**src/csl_pkg.sv**
```systemverilog
// csl_pkg: shared types and codes for the C subset lexer.
// Depends on nothing; used by c_subset_lexer_unit.
`timescale 1ns / 1ps

package csl_pkg;

  // Scanner phase between bytes
  typedef enum logic [2:0] {
    PH_IDLE,
    PH_IDENT,
    PH_NUMBER,
    PH_HELD,
    PH_SKIP
  } phase_t;

  // Token kinds
  localparam logic [3:0] KIND_IDENT  = 4'd0;
  localparam logic [3:0] KIND_NUMBER = 4'd1;
  localparam logic [3:0] KIND_OP     = 4'd2;
  localparam logic [3:0] KIND_RETURN = 4'd3;
  localparam logic [3:0] KIND_FOR    = 4'd4;
  localparam logic [3:0] KIND_WHILE  = 4'd5;
  localparam logic [3:0] KIND_IF     = 4'd6;
  localparam logic [3:0] KIND_EOF    = 4'd7;
  localparam logic [3:0] KIND_ERROR  = 4'd8;

  // Operator code field of a token that is not an operator
  localparam logic [3:0] OP_NONE = 4'd0;

  // Single-character operator codes
  localparam logic [3:0] OP_ADD    = 4'd0;
  localparam logic [3:0] OP_SUB    = 4'd1;
  localparam logic [3:0] OP_MUL    = 4'd2;
  localparam logic [3:0] OP_DIV    = 4'd3;
  localparam logic [3:0] OP_LPAREN = 4'd4;
  localparam logic [3:0] OP_RPAREN = 4'd5;
  localparam logic [3:0] OP_LT     = 4'd6;
  localparam logic [3:0] OP_GT     = 4'd7;
  localparam logic [3:0] OP_ASSIGN = 4'd8;
  localparam logic [3:0] OP_SEMI   = 4'd9;
  localparam logic [3:0] OP_LBRACE = 4'd10;
  localparam logic [3:0] OP_RBRACE = 4'd11;

  // Two-character operator codes
  localparam logic [3:0] OP_NE = 4'd12;
  localparam logic [3:0] OP_EQ = 4'd13;
  localparam logic [3:0] OP_LE = 4'd14;
  localparam logic [3:0] OP_GE = 4'd15;

  localparam logic [15:0] POS_LIMIT = 16'hFFFF;
  localparam logic [7:0]  RUN_LIMIT = 8'd255;
  localparam logic [30:0] VALUE_MAX = 31'h7FFF_FFFF;

  // Result queue: eight entries; input held off once the count, plus two for
  // a byte in the input register, passes four
  localparam int QUEUE_DEPTH = 8;
  localparam int QPTR_W      = $clog2(QUEUE_DEPTH);
  localparam int QCNT_W      = QPTR_W + 1;
  localparam logic [QCNT_W-1:0] STALL_LEVEL = QCNT_W'(QUEUE_DEPTH - 4);

  typedef struct packed {
    logic [3:0]  kind;
    logic [3:0]  op;
    logic [15:0] start;
    logic [7:0]  len;
    logic [30:0] value;
    logic        ovf;
    logic        last;
  } tok_t;

  typedef struct packed {
    phase_t      phase;
    logic [15:0] tok_begin;
    logic [7:0]  run_len;
    logic [30:0] acc;
    logic        sat;
    logic [3:0]  cand;
    logic [7:0]  held;
  } lex_state_t;

endpackage

```
**src/c_subset_lexer_unit.sv**
```systemverilog
// c_subset_lexer_unit: streaming lexer for a small C subset, one byte per beat.
// Depends on csl_pkg (types, token and operator codes).
//
// Usage:
//   Input channel (in_valid / in_stall / in_char_code) carries one source byte
//   per beat; byte 0 ends the text, emits EOF and restarts positions at 0.
//   Output channel (out_valid / out_stall / out_*) carries one token per beat;
//   out_last_of_run marks the final token caused by a given input byte.
//   An input beat is captured in an input register, the next cycle the scan
//   logic updates the lexer state and pushes 0, 1 or 2 tokens into an
//   8-entry result queue whose head drives the output ports.
//   Throughput: one byte per cycle while in_stall is low; a byte that closes a
//   token and emits another needs two output beats, so the output port sets the rate there.
//   in_stall rises once the queue count, plus two for a byte in the input
//   register, passes four; a new byte always finds room for its two tokens.
//   Reset (rst_n low, synchronous) empties the queue, drops any byte in
//   flight and returns the scanner to idle at byte position 0.
`timescale 1ns / 1ps

module c_subset_lexer_unit (
  input  logic        clk,
  input  logic        rst_n,
  input  logic        in_valid,
  output logic        in_stall,
  input  logic [7:0]  in_char_code,
  output logic        out_valid,
  input  logic        out_stall,
  output logic [3:0]  out_token_kind,
  output logic [3:0]  out_op_code,
  output logic [15:0] out_start_offset,
  output logic [7:0]  out_token_length,
  output logic [30:0] out_number_value,
  output logic        out_value_overflow,
  output logic        out_last_of_run
);

  // Keyword tables: 0 return, 1 for, 2 while, 3 if
  function automatic logic [7:0] kw_char(input logic [1:0] k, input logic [2:0] i);
    logic [7:0] ch;
    ch = 8'h00;
    unique case (k)
      2'd0: begin
        unique case (i)
          3'd0: ch = "r";
          3'd1: ch = "e";
          3'd2: ch = "t";
          3'd3: ch = "u";
          3'd4: ch = "r";
          3'd5: ch = "n";
          default: ch = 8'h00;
        endcase
      end
      2'd1: begin
        unique case (i)
          3'd0: ch = "f";
          3'd1: ch = "o";
          3'd2: ch = "r";
          default: ch = 8'h00;
        endcase
      end
      2'd2: begin
        unique case (i)
          3'd0: ch = "w";
          3'd1: ch = "h";
          3'd2: ch = "i";
          3'd3: ch = "l";
          3'd4: ch = "e";
          default: ch = 8'h00;
        endcase
      end
      default: begin
        unique case (i)
          3'd0: ch = "i";
          3'd1: ch = "f";
          default: ch = 8'h00;
        endcase
      end
    endcase
    return ch;
  endfunction

  function automatic logic [7:0] kw_len(input logic [1:0] k);
    logic [7:0] l;
    unique case (k)
      2'd0:    l = 8'd6;
      2'd1:    l = 8'd3;
      2'd2:    l = 8'd5;
      default: l = 8'd2;
    endcase
    return l;
  endfunction

  // Single-char operator code; bit 4 flags a match
  function automatic logic [4:0] single_op(input logic [7:0] ch);
    logic [4:0] r;
    unique case (ch)
      "+":     r = {1'b1, csl_pkg::OP_ADD};
      "-":     r = {1'b1, csl_pkg::OP_SUB};
      "*":     r = {1'b1, csl_pkg::OP_MUL};
      "/":     r = {1'b1, csl_pkg::OP_DIV};
      "(":     r = {1'b1, csl_pkg::OP_LPAREN};
      ")":     r = {1'b1, csl_pkg::OP_RPAREN};
      "<":     r = {1'b1, csl_pkg::OP_LT};
      ">":     r = {1'b1, csl_pkg::OP_GT};
      "=":     r = {1'b1, csl_pkg::OP_ASSIGN};
      ";":     r = {1'b1, csl_pkg::OP_SEMI};
      "{":     r = {1'b1, csl_pkg::OP_LBRACE};
      "}":     r = {1'b1, csl_pkg::OP_RBRACE};
      default: r = 5'd0;
    endcase
    return r;
  endfunction

  // ---------------------------------------------------------------------
  // Input register
  // ---------------------------------------------------------------------
  logic       in_accept;
  logic       pipe_v_r;
  logic [7:0] pipe_char_r;

  // ---------------------------------------------------------------------
  // Lexer state
  // ---------------------------------------------------------------------
  csl_pkg::lex_state_t st_r, st_nxt;
  logic [15:0]         pos_r, pos_nxt;

  // ---------------------------------------------------------------------
  // Result queue
  // ---------------------------------------------------------------------
  csl_pkg::tok_t                q_r [csl_pkg::QUEUE_DEPTH];
  logic [csl_pkg::QPTR_W-1:0]   wr_ptr_r, rd_ptr_r;
  logic [csl_pkg::QCNT_W-1:0]   count_r, count_nxt;
  logic                         pop;

  // Scan logic outputs
  csl_pkg::tok_t res0, res1;
  logic [1:0]    n_res;

  // Idle-path results (byte seen with no token pending)
  csl_pkg::lex_state_t idl_st;
  csl_pkg::tok_t       idl_tok;
  logic                idl_emit;
  logic                idl_eof;

  // Run growth
  logic [3:0]  grow_cand;
  logic [7:0]  grow_len;
  logic [34:0] mul10;
  logic [3:0]  ident_kind;

  logic [7:0]  c;
  logic        is_lower, is_digit, is_word, is_space;
  logic [4:0]  c_op, held_op;

  assign in_accept = in_valid && !in_stall;
  assign pop       = out_valid && !out_stall;

  // Conservative: room for two tokens from the byte in flight and two from a new one
  assign in_stall = (count_r + {{(csl_pkg::QCNT_W-2){1'b0}}, pipe_v_r, 1'b0})
                    > csl_pkg::STALL_LEVEL;

  assign c        = pipe_char_r;
  assign is_lower = (c >= "a") && (c <= "z");
  assign is_digit = (c >= "0") && (c <= "9");
  assign is_word  = is_lower || is_digit || ((c >= "A") && (c <= "Z")) || (c == "_");
  assign is_space = ((c >= 8'd9) && (c <= 8'd13)) || (c == " ");
  assign c_op     = single_op(c);
  assign held_op  = single_op(st_r.held);

  // acc * 10 + digit, 35 bits wide so a full accumulator cannot wrap
  assign mul10 = {1'b0, st_r.acc, 3'b000} + {3'b000, st_r.acc, 1'b0}
               + {31'd0, c[3:0]};

  always_comb begin
    for (int k = 0; k < 4; k++) begin
      grow_cand[k] = st_r.cand[k] && (st_r.run_len < kw_len(2'(k)))
                     && (kw_char(2'(k), st_r.run_len[2:0]) == c);
    end
    if (st_r.run_len < csl_pkg::RUN_LIMIT) begin
      grow_len = st_r.run_len + 8'd1;
    end else begin
      grow_len  = st_r.run_len;
      grow_cand = 4'd0;
    end
  end

  // Keyword match on a closed identifier
  always_comb begin
    ident_kind = csl_pkg::KIND_IDENT;
    for (int k = 0; k < 4; k++) begin
      if (st_r.cand[k] && (st_r.run_len == kw_len(2'(k)))) begin
        ident_kind = csl_pkg::KIND_RETURN + 4'(k);
      end
    end
  end

  // Idle path
  always_comb begin
    idl_st       = st_r;
    idl_st.phase = csl_pkg::PH_IDLE;
    idl_tok      = '0;
    idl_emit     = 1'b0;
    idl_eof      = 1'b0;
    if (c == 8'd0) begin
      idl_emit      = 1'b1;
      idl_eof       = 1'b1;
      idl_tok.kind  = csl_pkg::KIND_EOF;
      idl_tok.start = pos_r;
      idl_tok.len   = 8'd1;
    end else if (is_space) begin
      idl_emit = 1'b0;
    end else if (is_lower || is_digit) begin
      idl_st.phase     = is_lower ? csl_pkg::PH_IDENT : csl_pkg::PH_NUMBER;
      idl_st.tok_begin = pos_r;
      idl_st.run_len   = 8'd1;
      idl_st.sat       = 1'b0;
      idl_st.acc       = is_digit ? {27'd0, c[3:0]} : 31'd0;
      for (int k = 0; k < 4; k++) begin
        idl_st.cand[k] = (kw_char(2'(k), 3'd0) == c);
      end
    end else if ((c == "<") || (c == ">") || (c == "=") || (c == "!")) begin
      idl_st.phase     = csl_pkg::PH_HELD;
      idl_st.tok_begin = pos_r;
      idl_st.held      = c;
    end else if (c_op[4]) begin
      idl_emit      = 1'b1;
      idl_tok.kind  = csl_pkg::KIND_OP;
      idl_tok.op    = c_op[3:0];
      idl_tok.start = pos_r;
      idl_tok.len   = 8'd1;
    end else begin
      idl_st.phase  = csl_pkg::PH_SKIP;
      idl_emit      = 1'b1;
      idl_tok.kind  = csl_pkg::KIND_ERROR;
      idl_tok.start = pos_r;
      idl_tok.len   = 8'd1;
    end
  end

  // Main scan step
  always_comb begin
    st_nxt  = st_r;
    pos_nxt = (pos_r < csl_pkg::POS_LIMIT) ? pos_r + 16'd1 : pos_r;
    res0    = '0;
    res1    = '0;
    n_res   = 2'd0;

    unique case (st_r.phase)
      csl_pkg::PH_IDENT: begin
        if (is_word) begin
          st_nxt.cand    = grow_cand;
          st_nxt.run_len = grow_len;
        end else begin
          res0.kind  = ident_kind;
          res0.start = st_r.tok_begin;
          res0.len   = st_r.run_len;
          res1       = idl_tok;
          n_res      = idl_emit ? 2'd2 : 2'd1;
          st_nxt     = idl_st;
          if (idl_eof) begin
            pos_nxt = 16'd0;
          end
        end
      end
      csl_pkg::PH_NUMBER: begin
        if (is_digit) begin
          st_nxt.cand    = grow_cand;
          st_nxt.run_len = grow_len;
          if (mul10 > {4'b0000, csl_pkg::VALUE_MAX}) begin
            st_nxt.acc = csl_pkg::VALUE_MAX;
            st_nxt.sat = 1'b1;
          end else begin
            st_nxt.acc = mul10[30:0];
          end
        end else begin
          res0.kind  = csl_pkg::KIND_NUMBER;
          res0.start = st_r.tok_begin;
          res0.len   = st_r.run_len;
          res0.value = st_r.acc;
          res0.ovf   = st_r.sat;
          res1       = idl_tok;
          n_res      = idl_emit ? 2'd2 : 2'd1;
          st_nxt     = idl_st;
          if (idl_eof) begin
            pos_nxt = 16'd0;
          end
        end
      end
      csl_pkg::PH_HELD: begin
        res0.start = st_r.tok_begin;
        if (c == "=") begin
          res0.kind = csl_pkg::KIND_OP;
          priority if (st_r.held == "!") begin
            res0.op = csl_pkg::OP_NE;
          end else if (st_r.held == "=") begin
            res0.op = csl_pkg::OP_EQ;
          end else if (st_r.held == "<") begin
            res0.op = csl_pkg::OP_LE;
          end else begin
            res0.op = csl_pkg::OP_GE;
          end
          res0.len     = 8'd2;
          n_res        = 2'd1;
          st_nxt.phase = csl_pkg::PH_IDLE;
        end else if (st_r.held == "!") begin
          // lone bang: error, then skip to end of text
          res0.kind    = csl_pkg::KIND_ERROR;
          res0.len     = 8'd1;
          n_res        = 2'd1;
          st_nxt.phase = csl_pkg::PH_SKIP;
          if (c == 8'd0) begin
            res1.kind    = csl_pkg::KIND_EOF;
            res1.start   = pos_r;
            res1.len     = 8'd1;
            n_res        = 2'd2;
            st_nxt.phase = csl_pkg::PH_IDLE;
            pos_nxt      = 16'd0;
          end
        end else begin
          res0.kind = csl_pkg::KIND_OP;
          res0.op   = held_op[3:0];
          res0.len  = 8'd1;
          res1      = idl_tok;
          n_res     = idl_emit ? 2'd2 : 2'd1;
          st_nxt    = idl_st;
          if (idl_eof) begin
            pos_nxt = 16'd0;
          end
        end
      end
      csl_pkg::PH_SKIP: begin
        if (c == 8'd0) begin
          res0.kind    = csl_pkg::KIND_EOF;
          res0.start   = pos_r;
          res0.len     = 8'd1;
          n_res        = 2'd1;
          st_nxt.phase = csl_pkg::PH_IDLE;
          pos_nxt      = 16'd0;
        end
      end
      default: begin
        res0   = idl_tok;
        n_res  = idl_emit ? 2'd1 : 2'd0;
        st_nxt = idl_st;
        if (idl_eof) begin
          pos_nxt = 16'd0;
        end
      end
    endcase

    // Mark the final token of this byte
    if (n_res == 2'd2) begin
      res1.last = 1'b1;
    end else begin
      res0.last = 1'b1;
    end
  end

  // Queue occupancy
  always_comb begin
    count_nxt = count_r;
    if (pipe_v_r) begin
      count_nxt = count_nxt + {{(csl_pkg::QCNT_W-2){1'b0}}, n_res};
    end
    if (pop) begin
      count_nxt = count_nxt - {{(csl_pkg::QCNT_W-1){1'b0}}, 1'b1};
    end
  end

  // Control registers
  always_ff @(posedge clk) begin
    if (!rst_n) begin
      pipe_v_r     <= 1'b0;
      st_r.phase   <= csl_pkg::PH_IDLE;
      st_r.tok_begin <= 16'd0;
      st_r.run_len <= 8'd0;
      st_r.acc     <= 31'd0;
      st_r.sat     <= 1'b0;
      st_r.cand    <= 4'd0;
      st_r.held    <= 8'd0;
      pos_r        <= 16'd0;
      wr_ptr_r     <= '0;
      rd_ptr_r     <= '0;
      count_r      <= '0;
    end else begin
      pipe_v_r <= in_accept;
      count_r  <= count_nxt;
      if (pipe_v_r) begin
        st_r     <= st_nxt;
        pos_r    <= pos_nxt;
        wr_ptr_r <= wr_ptr_r + csl_pkg::QPTR_W'(n_res);
      end
      if (pop) begin
        rd_ptr_r <= rd_ptr_r + csl_pkg::QPTR_W'(1);
      end
    end
  end

  // Payload registers
  always_ff @(posedge clk) begin
    if (in_accept) begin
      pipe_char_r <= in_char_code;
    end
    if (pipe_v_r && (n_res != 2'd0)) begin
      q_r[wr_ptr_r] <= res0;
    end
    if (pipe_v_r && (n_res == 2'd2)) begin
      q_r[wr_ptr_r + csl_pkg::QPTR_W'(1)] <= res1;
    end
  end

  // Queue head drives the output beat
  assign out_valid          = (count_r != '0);
  assign out_token_kind     = q_r[rd_ptr_r].kind;
  assign out_op_code        = q_r[rd_ptr_r].op;
  assign out_start_offset   = q_r[rd_ptr_r].start;
  assign out_token_length   = q_r[rd_ptr_r].len;
  assign out_number_value   = q_r[rd_ptr_r].value;
  assign out_value_overflow = q_r[rd_ptr_r].ovf;
  assign out_last_of_run    = q_r[rd_ptr_r].last;

endmodule

```
**config.mk**
```make
export PLATFORM = sky130hd
export DESIGN_NAME = c_subset_lexer_unit
export DESIGN_NICKNAME = d
export VERILOG_FILES = /design/src/csl_pkg.sv /design/src/c_subset_lexer_unit.sv
export SDC_FILE = /design/constraint.sdc
export NUM_CORES = 1
export LEC_CHECK = 0
export BUFFER_PORTS_ARGS = -buffer_cell sky130_fd_sc_hd__buf_2
export CAP_MARGIN = 20
export CORE_ASPECT_RATIO = 0.6
export CORE_MARGIN = 4
export CORE_UTILIZATION = 63
export CTS_CLUSTER_DIAMETER = 60
export DETAILED_ROUTE_END_ITERATION = 6
export PLACE_DENSITY = 0.8
export SLEW_MARGIN = 20
export SYNTH_ARGS = -nofsm -noshare
export SYNTH_HDL_FRONTEND = slang
export SYNTH_SLANG_ARGS = --single-unit
```
**constraint.sdc**
```tcl
create_clock -name clk -period 5.51 [get_ports clk]
set_input_delay 0.551 -clock clk [delete_from_list [all_inputs] [get_ports clk]]
set_output_delay 0.551 -clock clk [all_outputs]
set_load 0.01 [all_outputs]
```
==> results.json <==
{
  "outcome": "complete, no violations",
  "drc": 0,
  "hold_path.class": "in -> reg",
  "postCtsSetupBuffers": 0,
  "place_ws_ps": 922,
  "finalInstanceArea_um2": 33800,
  "placement.cell_area_um2": 31900,
  "first_pass_iters": 6,
  "setup_viol": 0,
  "synth-compound-area-share": 0.185,
  "grt_pass1_wl_um": 143000,
  "muxShareOfSynthArea": 0.125,
  "min_period_ps": 4740,
  "placementRows": 62,
  "p_clk_frac": 0.363,
  "clk_pin_slew_ps": 70,
  "synth-seq-cells": 629,
  "power_switching_w": 0.00316,
  "ys.flop_type": "dfxtp_1",
  "highest_layer": "met5",
  "ctsResizeCount": 0,
  "start_kind": "flip-flop",
  "peakVddDrop_v": 0.000305,
  "final_cell_mix": "410 x dfxtp_1, 305 x nor2_1, 216 x edfxtp_1",
  "routed-via-count": 25800,
  "fin_util": 0.698,
  "die_w_um": 296,
  "cp_max_fo": 25,
  "cp.arrival_ps": 5210,
  "final_cells": 3594,
  "syn_inst": 2986,
  "crit_chain": "o21ai_0, o2111ai_2, nand2_1, o31a_1, nor3_4, o21ai_2, inv_1, and3_1, buf_4, nor2_1",
  "hp-start": "in_char_code[5]",
  "grt_pass1_vias": 24600,
  "met2WireLength_um": 38500,
  "pin_count": 79,
  "power.density_nw_per_um2": 325,
  "ys_seq_area_frac": 0.471,
  "internal_power_w": 0.00782,
  "yosysWarnings": 0,
  "fmax_mhz": 211,
  "combPwrFrac": 0.172,
  "rsz0062_at_grt": "false",
  "worst_pin_slew_ps": 1190,
  "numPortBuffers": 78,
  "slowest_delay_ps": 880,
  "grt_max_degree": 118,
  "post-dp-hpwl_um": 59900,
  "clock_latency_ps": 630,
  "wire_per_inst_um": 26.0,
  "slew_headroom": 0.204,
  "post_route_cells_drive_above_1_share": 0.213,
  "swShare": 0.288,
  "synth_area_per_cell_um2": 10.5,
  "cts_buffer_depth": 3,
  "grt_util_all_layers": 0.340,
  "postCtsHoldBufs": 0,
  "fin_skew_ps": 40.7,
  "cts_tree": "done",
  "final_common_cell": "dfxtp_1",
  "grt-ovfl-total": 0,
  "finalMaxSlewViolations": 0,
  "core_area_um2": 48500,
  "whs_endpoint": "c[5]",
  "fin_tns_setup_ps": 0,
  "initialDrtViolationCount": 3754,
  "max_cap_violations": 0,
  "synth-xor-area-share": 0.0137,
  "worst_r2r_path_depth": 10,
  "synth_top_family_by_area": "compound AO/OA/AOI/OAI gates",
  "cts-root-buf": "clkbuf_16",
  "cts_buffers": 54,
  "via_per_inst": 7.18,
  "die_h_um": 181,
  "timing.final.ws_setup_ps": 775,
  "wl_met1_um": 37800,
  "gp_congestion": 0.924,
  "n_antenna_cell": 0,
  "rr_startpoint": "c[2]",
  "dp.cells": 3492,
  "synth-adder-area-share": 0.0325,
  "area_delta_synth_final_pct": 7.98,
  "start_util": 0.646,
  "h-tree-depth": 2,
  "antenna_left": 0,
  "synth_area_um2": 31300,
  "num-nets-final": 3000,
  "antenna_found_initial": 2,
  "routed_wl_um": 93500,
  "min_path_cells": 1,
  "power_leakage_nw": 12.0,
  "cts.sink_count": 629,
  "syn-num-nets": 3077,
  "wl_met3_um": 15000,
  "endpoint_kind": "flip-flop",
  "r2r_slack_ps": 770,
  "slowest_stage": "edfxtp_1",
  "critPathKind": "reg -> reg",
  "synthSimpleGateAreaFrac": 0.129,
  "hold_violations": 0,
  "dieArea_um2": 53500,
  "async_flop_share": 0,
  "crit_required_ps": 5980,
  "synth_edf_count": 216,
  "r2r_end": "q_r[7][6]",
  "fin_crit_sh": 0.859,
  "p_seq_frac": 0.465,
  "synth_cell_types": 85
}
## cell type report
| class | count | area, µm² |
|---|---|---|
| clock inverter | 24 | 292 |
| tap | 640 | 801 |
| sequential | 629 | 14800 |
| fill | 3422 | 14700 |
| clock buffer | 77 | 1570 |
| inverter | 36 | 135 |
| multi-input combinational | 2050 | 15300 |
| timing repair buffer | 138 | 928 |
## synthesized netlist by cell type (68+ instances only)
master / n / area (µm²)
mux4_2: 130 / 2930
dfxtp_1: 413 / 8270
nand2_1: 179 / 672
nor2_1: 306 / 1150
a21oi_1: 114 / 571
edfxtp_1: 216 / 6490
nand3_1: 183 / 916
a22o_1: 135 / 1180
o22ai_1: 68 / 425
clkbuf_1: 160 / 601
a31o_2: 157 / 1380
o21ai_0: 191 / 956
ha_1: 75 / 938
## layer usage
layer	GRT usage	up-vias
li1	-	11100
met5	0	-
met3	0.120	201
met4	0.0916	2
met1	0.508	12600
met2	0.471	1888
## logic make-up after synthesis
| family | after synthesis |
|---|---|
| xor gates and xnor gates | 49 |
| adders and majority gates | 79 |
| muxes | 220 |
| buffers and inverters | 307 |
| and+or+nand+nor | 863 |
| DFF | 629 |
| AOI/OAI and AO/OA | 839 |
## critical path, delay by kind of cell, from the launching register on
kind	cells	cell delay, ps
buf+inv	2	970
compound gates	4	1360
flops	1	880
simple gates	4	1380
## power by group through the flow
stage	sequential [W]	clock [W]	combinational, W
detailed placement	0.00521	0	0.00184
floorplan	0.00507	0	0.00141
global placement	0.00519	0	0.00181
global route	0.00512	0.00419	0.00200
CTS	0.00510	0.00399	0.00185
finish	0.00511	0.00399	0.00189
## flip-flops by register name (all words and copies together) (netlist names), named ones only
name	flops
c	8
pipe_v_r	1
rd_ptr_r	3
count_r	4
pos_r	16
q_r	520
wr_ptr_r	3
st_r	71
## stage by stage
| stage | power [W] | hold slack, ps |
|---|---|---|
| 6_report | 0.0110 | 129 |
| 5_1_grt | 0.0113 | 114 |
| 4_1_cts | 0.0110 | 108 |
| 3_5_place_dp | 0.00705 | 452 |
| 3_3_place_gp | 0.00701 | 443 |
| 2_1_floorplan | 0.00648 | 432 |
## worst max path at each step
stage	start	endpoint
after floorplan	c[3]	st_r[23]
after global placement	c[2]	q_r[7][34]
after detailed placement	c[4]	q_r[7][34]
after CTS	c[4]	q_r[7][34]
after global routing	c[2]	q_r[7][34]
final	c[2]	q_r[7][6]
No activity file was read; power rests on OpenSTA's default activity.
